[src/sv/sgs_pkg.sv]
package sgs_pkg;

    localparam int SAMPLE_W = 16;
    localparam int VOL_W    = 7;
    localparam int GAIN_W   = 2 * VOL_W;
    localparam int PROD_W   = SAMPLE_W + GAIN_W + 1;
    localparam int MAG_W    = PROD_W - 1;
    localparam int QUOT_W   = 17;
    localparam int CLIP_W   = QUOT_W + 1;
    localparam int IDX_W    = 3;

    localparam int QUEUE_DEPTH = 4;
    localparam int QPTR_W      = $clog2(QUEUE_DEPTH);
    localparam int QCNT_W      = QPTR_W + 1;

    localparam logic [MAG_W-1:0] GAIN_DIV    = MAG_W'(10000);
    localparam int               RECIP_SHIFT = 43;
    localparam logic [MAG_W-1:0] RECIP_M     = MAG_W'((64'd1 << RECIP_SHIFT) / 64'd10000);
    localparam int               RECIP_W     = 2 * MAG_W;

    localparam logic signed [CLIP_W-1:0] S8_MIN  = -CLIP_W'(128);
    localparam logic signed [CLIP_W-1:0] S8_MAX  = CLIP_W'(127);
    localparam logic signed [CLIP_W-1:0] S16_MIN = -CLIP_W'(32768);
    localparam logic signed [CLIP_W-1:0] S16_MAX = CLIP_W'(32767);

    localparam logic [VOL_W-1:0] VOL_RESET = VOL_W'(100);

    typedef enum logic {
        FMT_U8  = 1'b0,
        FMT_S16 = 1'b1
    } sample_fmt_t;

    typedef enum logic [IDX_W-1:0] {
        REG_MASTER = 3'd0,
        REG_LEFT   = 3'd1,
        REG_RIGHT  = 3'd2,
        REG_FORMAT = 3'd3,
        REG_STEREO = 3'd4
    } cfg_index_t;

    typedef struct packed {
        logic [VOL_W-1:0] master;
        logic [VOL_W-1:0] left;
        logic [VOL_W-1:0] right;
        sample_fmt_t      fmt;
        logic             stereo;
    } sgs_cfg_t;

    typedef struct packed {
        logic [SAMPLE_W-1:0] val;
        logic [GAIN_W-1:0]   gain;
        sample_fmt_t         fmt;
    } sgs_entry_t;

    typedef struct packed {
        logic       en;
        sgs_entry_t data;
    } sgs_wr_t;

endpackage

[src/sv/pcm_stereo_gain_saturate.sv]
// PCM gain stage with saturation, one sample per transfer.
// Input channel: sample_in and first_of_buffer are taken on a rising edge with push high
// and full low. Result channel: sample_out holds the oldest result while empty is low,
// and pop with empty low takes it.
// Configuration channel: cfg_index selects master, left, right, format or stereo mode,
// cfg_data carries the value, and a transfer completes on cfg_valid with cfg_ready high.
// cfg_ready is always high; write registers only while no samples are in flight.
// An accepted sample goes through the queue and the five-stage multiply, reciprocal divide
// and clip pipeline before empty falls; one sample per cycle while the receiver pops.
// Reset sets all volumes to 100, the format to signed 16-bit, stereo mode on, the
// next sample to left, and empties the queue and pipeline.
// When the receiver stalls, the pipeline stages fill, then the four-entry queue
// between front and back fills, and full rises after nine samples are held.
module pcm_stereo_gain_saturate
    import sgs_pkg::*;
(
    input  logic                clk,
    input  logic                rst_n,
    input  logic                push,
    output logic                full,
    input  logic [SAMPLE_W-1:0] sample_in,
    input  logic                first_of_buffer,
    output logic                empty,
    input  logic                pop,
    output logic [SAMPLE_W-1:0] sample_out,
    input  logic                cfg_valid,
    output logic                cfg_ready,
    input  logic [IDX_W-1:0]    cfg_index,
    input  logic [VOL_W-1:0]    cfg_data
);

    sgs_cfg_t   cfg_reg;
    sgs_cfg_t   cfg_next;
    sgs_wr_t    q_wr;
    logic       q_rd_en;
    logic       q_rd_valid;
    sgs_entry_t q_rd_data;

    assign cfg_ready = 1'b1;

    always_comb
    begin
        cfg_next = cfg_reg;
        if (cfg_valid && cfg_ready)
        begin
            unique case (cfg_index)
                REG_MASTER: cfg_next.master = cfg_data;
                REG_LEFT:   cfg_next.left   = cfg_data;
                REG_RIGHT:  cfg_next.right  = cfg_data;
                REG_FORMAT: cfg_next.fmt    = sample_fmt_t'(cfg_data[0]);
                REG_STEREO: cfg_next.stereo = cfg_data[0];
                default:    cfg_next = cfg_reg;
            endcase
        end
    end

    always_ff @(posedge clk or negedge rst_n)
    begin
        if (!rst_n)
        begin
            cfg_reg.master <= VOL_RESET;
            cfg_reg.left   <= VOL_RESET;
            cfg_reg.right  <= VOL_RESET;
            cfg_reg.fmt    <= FMT_S16;
            cfg_reg.stereo <= 1'b1;
        end
        else
        begin
            cfg_reg <= cfg_next;
        end
    end

    sgs_front u_front (
        .clk             (clk),
        .rst_n           (rst_n),
        .push            (push),
        .full            (full),
        .sample_in       (sample_in),
        .first_of_buffer (first_of_buffer),
        .cfg             (cfg_reg),
        .wr              (q_wr)
    );

    sgs_queue u_queue (
        .clk      (clk),
        .rst_n    (rst_n),
        .wr       (q_wr),
        .rd_en    (q_rd_en),
        .rd_valid (q_rd_valid),
        .rd_data  (q_rd_data),
        .full     (full)
    );

    sgs_back u_back (
        .clk        (clk),
        .rst_n      (rst_n),
        .rd_valid   (q_rd_valid),
        .rd_data    (q_rd_data),
        .rd_en      (q_rd_en),
        .pop        (pop),
        .empty      (empty),
        .sample_out (sample_out)
    );

`ifndef SYNTHESIS
    a_no_write_when_full: assert property (@(posedge clk) disable iff (!rst_n)
        full |-> !q_wr.en)
        else $error("queue written while full");

    a_no_read_when_empty: assert property (@(posedge clk) disable iff (!rst_n)
        q_rd_en |-> q_rd_valid)
        else $error("queue read while empty");

    a_u8_high_byte_zero: assert property (@(posedge clk) disable iff (!rst_n)
        (!empty && cfg_reg.fmt == FMT_U8) |-> (sample_out[15:8] == 8'h00))
        else $error("8-bit result has nonzero high byte");

    a_push_reaches_queue: assert property (@(posedge clk) disable iff (!rst_n)
        (push && !full) |-> q_wr.en)
        else $error("accepted sample not written to queue");
`endif

endmodule

[src/sv/sgs_front.sv]
module sgs_front
    import sgs_pkg::*;
(
    input  logic                clk,
    input  logic                rst_n,
    input  logic                push,
    input  logic                full,
    input  logic [SAMPLE_W-1:0] sample_in,
    input  logic                first_of_buffer,
    input  sgs_cfg_t            cfg,
    output sgs_wr_t             wr
);

    logic parity_reg;
    logic parity_next;
    logic parity_cur;
    logic accept;
    logic use_right;
    logic [VOL_W-1:0] chan_vol;
    logic [SAMPLE_W-1:0] val;

    assign accept     = push && !full;
    assign parity_cur = first_of_buffer ? 1'b0 : parity_reg;
    assign use_right  = cfg.stereo && parity_cur;
    assign chan_vol   = use_right ? cfg.right : cfg.left;

    // Offset binary becomes two's complement by flipping the top bit.
    always_comb
    begin
        if (cfg.fmt == FMT_U8)
        begin
            val = {{8{~sample_in[7]}}, ~sample_in[7], sample_in[6:0]};
        end
        else
        begin
            val = sample_in;
        end
    end

    always_comb
    begin
        wr.en        = accept;
        wr.data.val  = val;
        wr.data.gain = GAIN_W'(cfg.master) * GAIN_W'(chan_vol);
        wr.data.fmt  = cfg.fmt;
        parity_next  = accept ? ~parity_cur : parity_reg;
    end

    always_ff @(posedge clk or negedge rst_n)
    begin
        if (!rst_n)
        begin
            parity_reg <= 1'b0;
        end
        else
        begin
            parity_reg <= parity_next;
        end
    end

endmodule

[src/sv/sgs_queue.sv]
module sgs_queue
    import sgs_pkg::*;
(
    input  logic       clk,
    input  logic       rst_n,
    input  sgs_wr_t    wr,
    input  logic       rd_en,
    output logic       rd_valid,
    output sgs_entry_t rd_data,
    output logic       full
);

    sgs_entry_t        mem_reg [QUEUE_DEPTH];
    logic [QPTR_W-1:0] wr_ptr_reg;
    logic [QPTR_W-1:0] wr_ptr_next;
    logic [QPTR_W-1:0] rd_ptr_reg;
    logic [QPTR_W-1:0] rd_ptr_next;
    logic [QCNT_W-1:0] count_reg;
    logic [QCNT_W-1:0] count_next;

    assign full     = (count_reg == QCNT_W'(QUEUE_DEPTH));
    assign rd_valid = (count_reg != '0);
    assign rd_data  = mem_reg[rd_ptr_reg];

    always_comb
    begin
        wr_ptr_next = wr.en ? wr_ptr_reg + 1'b1 : wr_ptr_reg;
        rd_ptr_next = rd_en ? rd_ptr_reg + 1'b1 : rd_ptr_reg;
        count_next  = count_reg;
        if (wr.en && !rd_en)
        begin
            count_next = count_reg + 1'b1;
        end
        else if (!wr.en && rd_en)
        begin
            count_next = count_reg - 1'b1;
        end
    end

    always_ff @(posedge clk)
    begin
        if (wr.en)
        begin
            mem_reg[wr_ptr_reg] <= wr.data;
        end
    end

    always_ff @(posedge clk or negedge rst_n)
    begin
        if (!rst_n)
        begin
            wr_ptr_reg <= '0;
            rd_ptr_reg <= '0;
            count_reg  <= '0;
        end
        else
        begin
            wr_ptr_reg <= wr_ptr_next;
            rd_ptr_reg <= rd_ptr_next;
            count_reg  <= count_next;
        end
    end

endmodule

[src/sv/sgs_back.sv]
module sgs_back
    import sgs_pkg::*;
(
    input  logic                clk,
    input  logic                rst_n,
    input  logic                rd_valid,
    input  sgs_entry_t          rd_data,
    output logic                rd_en,
    input  logic                pop,
    output logic                empty,
    output logic [SAMPLE_W-1:0] sample_out
);

    localparam int NSTAGE = 5;

    logic [NSTAGE-1:0] vld_reg;
    logic [NSTAGE-1:0] vld_next;
    logic [NSTAGE-1:0] rdy;

    logic signed [PROD_W-1:0] prod_reg;
    sample_fmt_t              fmt1_reg;
    logic [MAG_W-1:0]         mag2_reg;
    logic                     neg2_reg;
    sample_fmt_t              fmt2_reg;
    logic [QUOT_W-1:0]        est3_reg;
    logic [MAG_W-1:0]         mag3_reg;
    logic                     neg3_reg;
    sample_fmt_t              fmt3_reg;
    logic [QUOT_W-1:0]        quot4_reg;
    logic                     neg4_reg;
    sample_fmt_t              fmt4_reg;
    logic [SAMPLE_W-1:0]      out_reg;

    logic signed [PROD_W-1:0] prod_c;
    logic signed [PROD_W-1:0] abs_c;
    logic [RECIP_W-1:0]       recip_c;
    logic [MAG_W-1:0]         back_mul_c;
    logic [MAG_W-1:0]         rem_c;
    logic [QUOT_W-1:0]        quot_c;
    logic signed [CLIP_W-1:0] signed_c;
    logic signed [CLIP_W-1:0] clip_c;
    logic [SAMPLE_W-1:0]      out_c;

    always_comb
    begin
        rdy[NSTAGE-1] = !vld_reg[NSTAGE-1] || pop;
        for (int i = NSTAGE - 2; i >= 0; i--)
        begin
            rdy[i] = !vld_reg[i] || rdy[i+1];
        end
        vld_next = vld_reg;
        if (rdy[0])
        begin
            vld_next[0] = rd_valid;
        end
        for (int i = 1; i < NSTAGE; i++)
        begin
            if (rdy[i])
            begin
                vld_next[i] = vld_reg[i-1];
            end
        end
    end

    assign rd_en      = rd_valid && rdy[0];
    assign empty      = !vld_reg[NSTAGE-1];
    assign sample_out = out_reg;

    // Division by the gain scale uses a reciprocal estimate that is at most one low.
    always_comb
    begin
        prod_c     = $signed(rd_data.val) * $signed({1'b0, rd_data.gain});
        abs_c      = prod_reg[PROD_W-1] ? -prod_reg : prod_reg;
        recip_c    = RECIP_W'(mag2_reg) * RECIP_W'(RECIP_M);
        back_mul_c = MAG_W'(MAG_W'(est3_reg) * GAIN_DIV);
        rem_c      = mag3_reg - back_mul_c;
        quot_c     = (rem_c >= GAIN_DIV) ? est3_reg + 1'b1 : est3_reg;
        signed_c   = neg4_reg ? -$signed({1'b0, quot4_reg}) : $signed({1'b0, quot4_reg});
        if (fmt4_reg == FMT_U8)
        begin
            if (signed_c < S8_MIN)
            begin
                clip_c = S8_MIN;
            end
            else if (signed_c > S8_MAX)
            begin
                clip_c = S8_MAX;
            end
            else
            begin
                clip_c = signed_c;
            end
            out_c = {8'b0, ~clip_c[7], clip_c[6:0]};
        end
        else
        begin
            if (signed_c < S16_MIN)
            begin
                clip_c = S16_MIN;
            end
            else if (signed_c > S16_MAX)
            begin
                clip_c = S16_MAX;
            end
            else
            begin
                clip_c = signed_c;
            end
            out_c = clip_c[SAMPLE_W-1:0];
        end
    end

    always_ff @(posedge clk)
    begin
        if (rdy[0])
        begin
            prod_reg <= prod_c;
            fmt1_reg <= rd_data.fmt;
        end
        if (rdy[1])
        begin
            mag2_reg <= abs_c[MAG_W-1:0];
            neg2_reg <= prod_reg[PROD_W-1];
            fmt2_reg <= fmt1_reg;
        end
        if (rdy[2])
        begin
            est3_reg <= recip_c[RECIP_SHIFT +: QUOT_W];
            mag3_reg <= mag2_reg;
            neg3_reg <= neg2_reg;
            fmt3_reg <= fmt2_reg;
        end
        if (rdy[3])
        begin
            quot4_reg <= quot_c;
            neg4_reg  <= neg3_reg;
            fmt4_reg  <= fmt3_reg;
        end
        if (rdy[4])
        begin
            out_reg <= out_c;
        end
    end

    always_ff @(posedge clk or negedge rst_n)
    begin
        if (!rst_n)
        begin
            vld_reg <= '0;
        end
        else
        begin
            vld_reg <= vld_next;
        end
    end

endmodule

[config.mk]
export PLATFORM = sky130hd
export DESIGN_NAME = pcm_stereo_gain_saturate
export DESIGN_NICKNAME = d
export VERILOG_FILES = /design/src/sv/sgs_pkg.sv /design/src/sv/pcm_stereo_gain_saturate.sv /design/src/sv/sgs_front.sv /design/src/sv/sgs_queue.sv /design/src/sv/sgs_back.sv
export SDC_FILE = /design/constraint.sdc
export NUM_CORES = 2
export LEC_CHECK = 0
export BUFFER_PORTS_ARGS = -buffer_cell sky130_fd_sc_hd__clkbuf_2
export CORE_UTILIZATION = 42
export CTS_BUF_LIST = sky130_fd_sc_hd__clkbuf_16
export DETAILED_ROUTE_END_ITERATION = 6
export GPL_ROUTABILITY_DRIVEN = 0
export GPL_TIMING_DRIVEN = 0
export PLACE_DENSITY = 0.61
export SKIP_LAST_GASP = 1
export SLEW_MARGIN = 5
export SYNTH_ARGS = -nofsm -noshare
export SYNTH_HDL_FRONTEND = slang
export SYNTH_SLANG_ARGS = --single-unit
[constraint.sdc]
create_clock -name clk -period 9.5 [get_ports clk]
set_clock_uncertainty 0.2 [all_clocks]
set_input_delay 0.475 -clock clk [delete_from_list [all_inputs] [get_ports clk]]
set_output_delay 0.475 -clock clk [all_outputs]
set_load 0.05 [all_outputs]
==> run_results.csv <==
group,metric,value,unit
status,status,"finished clean",
setup_path,r2r_cells,28,
synth,synth_seq_cells,304,
drt,drtIter0Drc,1265,
synth,ys_types,95,
clock_network,path_clk_slew,0.06,ns
setup_path,crit_path_end_kind,"register",
die,die_area,99800,um2
job,maxCapViolations,0,
die,rows,114,
setup_path,cp_slowest_stage_delay,0.61,ns
synth,synth-simple-area-share,0.0713,
timing,fin_ws,0.598,ns
drt,vias_per_cell,4.97,
clock_network,numCtsBuffers,37,
drt,wl_per_cell,17.4,um
grt,grt_pass1_wl,150000,um
die,dieHeight,316,um
setup_path,r2r_end,"u_back.prod_reg[30]",
cells_and_area,drive_gt1_frac,0.0644,
cells_and_area,n_fill_cell,9051,
worst_hold_path,min_path_type,"in -> reg",
timing,min_period,8.90,ns
drt,antenna_left,0,
synth,synth_top_family_by_area,"adder cells",
drt,vias,25900,
setup_path,critPathLaunchType,"register",
synth,synth-edff-count,268,
timing,slew_headroom,0.185,
setup_path,required,9.63,ns
die,die_w,316,um
placement,placedCellCount,5139,
synth,syn_nets,5090,
clock_network,htreeDepth,2,
placement,dp_slack,-0.328,ns
cells_and_area,largest_reg_flops,124,
placement,io_buffers,49,
setup_path,r2r_start,"u_queue.rd_ptr_reg[0]",
grt,grt_start_max_net_pins,37,
timing,worst_pin_slew,1.21,ns
synth,syn_area,41400,um2
clock_network,clock_latency,0.59,ns
cells_and_area,diodes,0,
setup_path,timing.reg2reg.setup_slack,0.60,ns
cells_and_area,final_cells,5220,
grt,grt_pass1_vias,28100,
setup_path,critical_path_arrival,9.03,ns
clock_network,cts_root_buf,"clkbuf_16",
cells_and_area,nets,5201,
timing,fin_tns_setup,0,ns
cells_and_area,fin_util,0.461,
drt,wirelength,90700,um
clock_network,clock-sinks,304,
timing,finalMaxSlewViolations,0,
placement,hpwl,76200,um
drt,first_pass_iters,5,
cells_and_area,syn2layout_area_growth,8.24,%
synth,synth_cells,3807,
synth,yosys.area_share.xor_xnor,0.0341,
setup_path,crit_path_end,"u_back.prod_reg[30]",
setup_path,critical_path.slowest_cell,"dfrtp_1",
grt,overflow,0,
die,core,97100,um2
synth,yosysWarnings,0,
grt,grt_use_total,0.193,
synth,synthArstFlopShare,0.118,
setup_path,critPathLaunch,"u_queue.rd_ptr_reg[0]",
die,io_pins,51,
timing,finalSetupViolCount,0,
clock_network,cts_max_path_buffers,3,
timing,fmax,112,MHz
synth,synth_mux_area_frac,0.0254,
timing,finalHoldViolCount,0,
synth,yosysSeqAreaShare,0.216,
die,initial_core_util,0.426,
grt,grt_antenna_before_repair,0,
setup_path,critPathMaxFanout,10,
synth,synth_compound_area_frac,0.0586,
synth,synthAdderAreaFrac,0.500,
drt,drc,0,
clock_network,cts_tree,"built",
synth,dominantRegCellSynth,"edfxtp_1",
setup_path,setup.worst_path.class,"reg -> reg",
timing,fin_crit_sh,0.937,
timing,rsz0062_at_grt,"no",
synth,syn_avg_cell_area,10.9,um2
setup_path,crit_path_frequent_cell,"fa_1",
## per-stage QoR
stage | hold slack, ns | instance area [um2]
after global routing | 0.0226 | 44800
after global placement | 0.202 | 43200
after CTS | 0.00701 | 44800
after floorplan | -0.0206 | 41400
after detailed placement | 0.205 | 43400
final | 0.0376 | 44800
## final cells by class
type / count / area (um2) / share of cell area
Buffer: 49 / 251 / 0.00561
Clock buffer: 37 / 926 / 0.0207
Clock inverter: 28 / 307 / 0.00684
Inverter: 979 / 3670 / 0.0820
Multi-Input combinational cell: 2473 / 28500 / 0.637
Sequential cell: 304 / 8960 / 0.200
Tap cell: 1276 / 1600 / 0.0356
Timing Repair Buffer: 74 / 556 / 0.0124
## repair_timing
action,4_1_cts,5_1_grt
resized for setup,7,14
buffers inserted,0,0
hold endpoints to repair,76,0
setup endpoints to repair,2,2
hold buffers,18,0
## synthesized netlist by cell type, types with 9 or more instances
cell	instances	share of area
a211oi_1	11	0.0020
a21o_1	44	0.0080
a21oi_1	101	0.012
and2_1	33	0.0050
and3_1	13	0.0020
clkbuf_1	37	0.0034
dfrtp_1	25	0.015
dfstp_2	11	0.0070
edfxtp_1	268	0.19
fa_1	671	0.32
ha_1	580	0.18
inv_1	979	0.089
mux2_2	53	0.014
mux2i_1	25	0.0060
mux4_2	9	0.0049
nand2_1	206	0.019
nand2b_1	26	0.0039
nand3_1	19	0.0023
nand4_1	14	0.0021
nor2_1	166	0.015
nor2b_1	35	0.0053
nor3_1	26	0.0031
o21a_1	29	0.0053
o21ai_0	54	0.0065
o21ai_1	20	0.0024
o21bai_1	15	0.0027
o31ai_1	14	0.0025
or2_2	15	0.0023
or3_1	11	0.0017
xnor2_1	108	0.023
xor2_1	53	0.011
## metal layers
metal,GRT usage,vias up,share of wire
met1,0.259,13100,0.45
met4,0.0444,0,0.021
li1,-,12300,-
met2,0.337,452,0.49
met3,0.0192,104,0.035
met5,0,-,0
## cell usage in the layout, fill, tap and decap left out, types with 13 or more instances in the layout
master / Yosys / layout
nand2b_1: 26 / 26
xor2_1: 53 / 53
inv_1: 979 / 985
nand2_1: 206 / 205
fa_1: 671 / 671
dfrtp_1: 25 / 24
nor2b_1: 35 / 35
o31ai_1: 14 / 14
mux2i_1: 25 / 25
ha_1: 580 / 580
o21a_1: 29 / 29
or2_2: 15 / 15
o21bai_1: 15 / 15
o21ai_1: 20 / 20
clkbuf_1: 37 / 29
o21ai_0: 54 / 53
nand4_1: 14 / 14
xnor2_1: 108 / 108
mux2_2: 53 / 53
clkbuf_16: 0 / 37
edfxtp_1: 268 / 268
a21oi_1: 101 / 101
and3_1: 13 / 13
and2_1: 33 / 29
a21o_1: 44 / 44
nor2_1: 166 / 166
dlygate4sd3_1: 0 / 18
clkbuf_2: 1 / 58
nand3_1: 19 / 18
nor3_1: 26 / 26
## cells by family after synthesis
logic type / count (synthesis)
fa+ha+maj: 1251
xor+xnor: 161
mux: 87
buf+inv: 1030
simple gates: 609
other cells: 1
compound gates: 364
flops: 304
## critical path, delay by kind of cell, from the launching register on
family / cells / cell delay (ns)
compound gates: 10 / 2.52
flops: 1 / 0.61
fa+ha+maj: 7 / 3.34
xor+xnor: 1 / 0.11
buf+inv: 7 / 1.56
simple gates: 3 / 0.28
## worst min-delay path by stage
stage / start / to / cells past startpoint
floorplan: rst_n / cfg_reg[10] / 0
global placement: u_back.neg3_reg / u_back.neg4_reg / 0
detailed placement: u_back.neg3_reg / u_back.neg4_reg / 0
CTS: sample_in[11] / u_queue.mem_reg[2][26] / 2
global route: sample_in[15] / u_queue.mem_reg[1][30] / 2
finish: sample_in[15] / u_queue.mem_reg[1][30] / 2
Power is left out: the tool's default activity adds up to more than one toggle a clock period on the data nets, which glitch-free logic cannot reach.
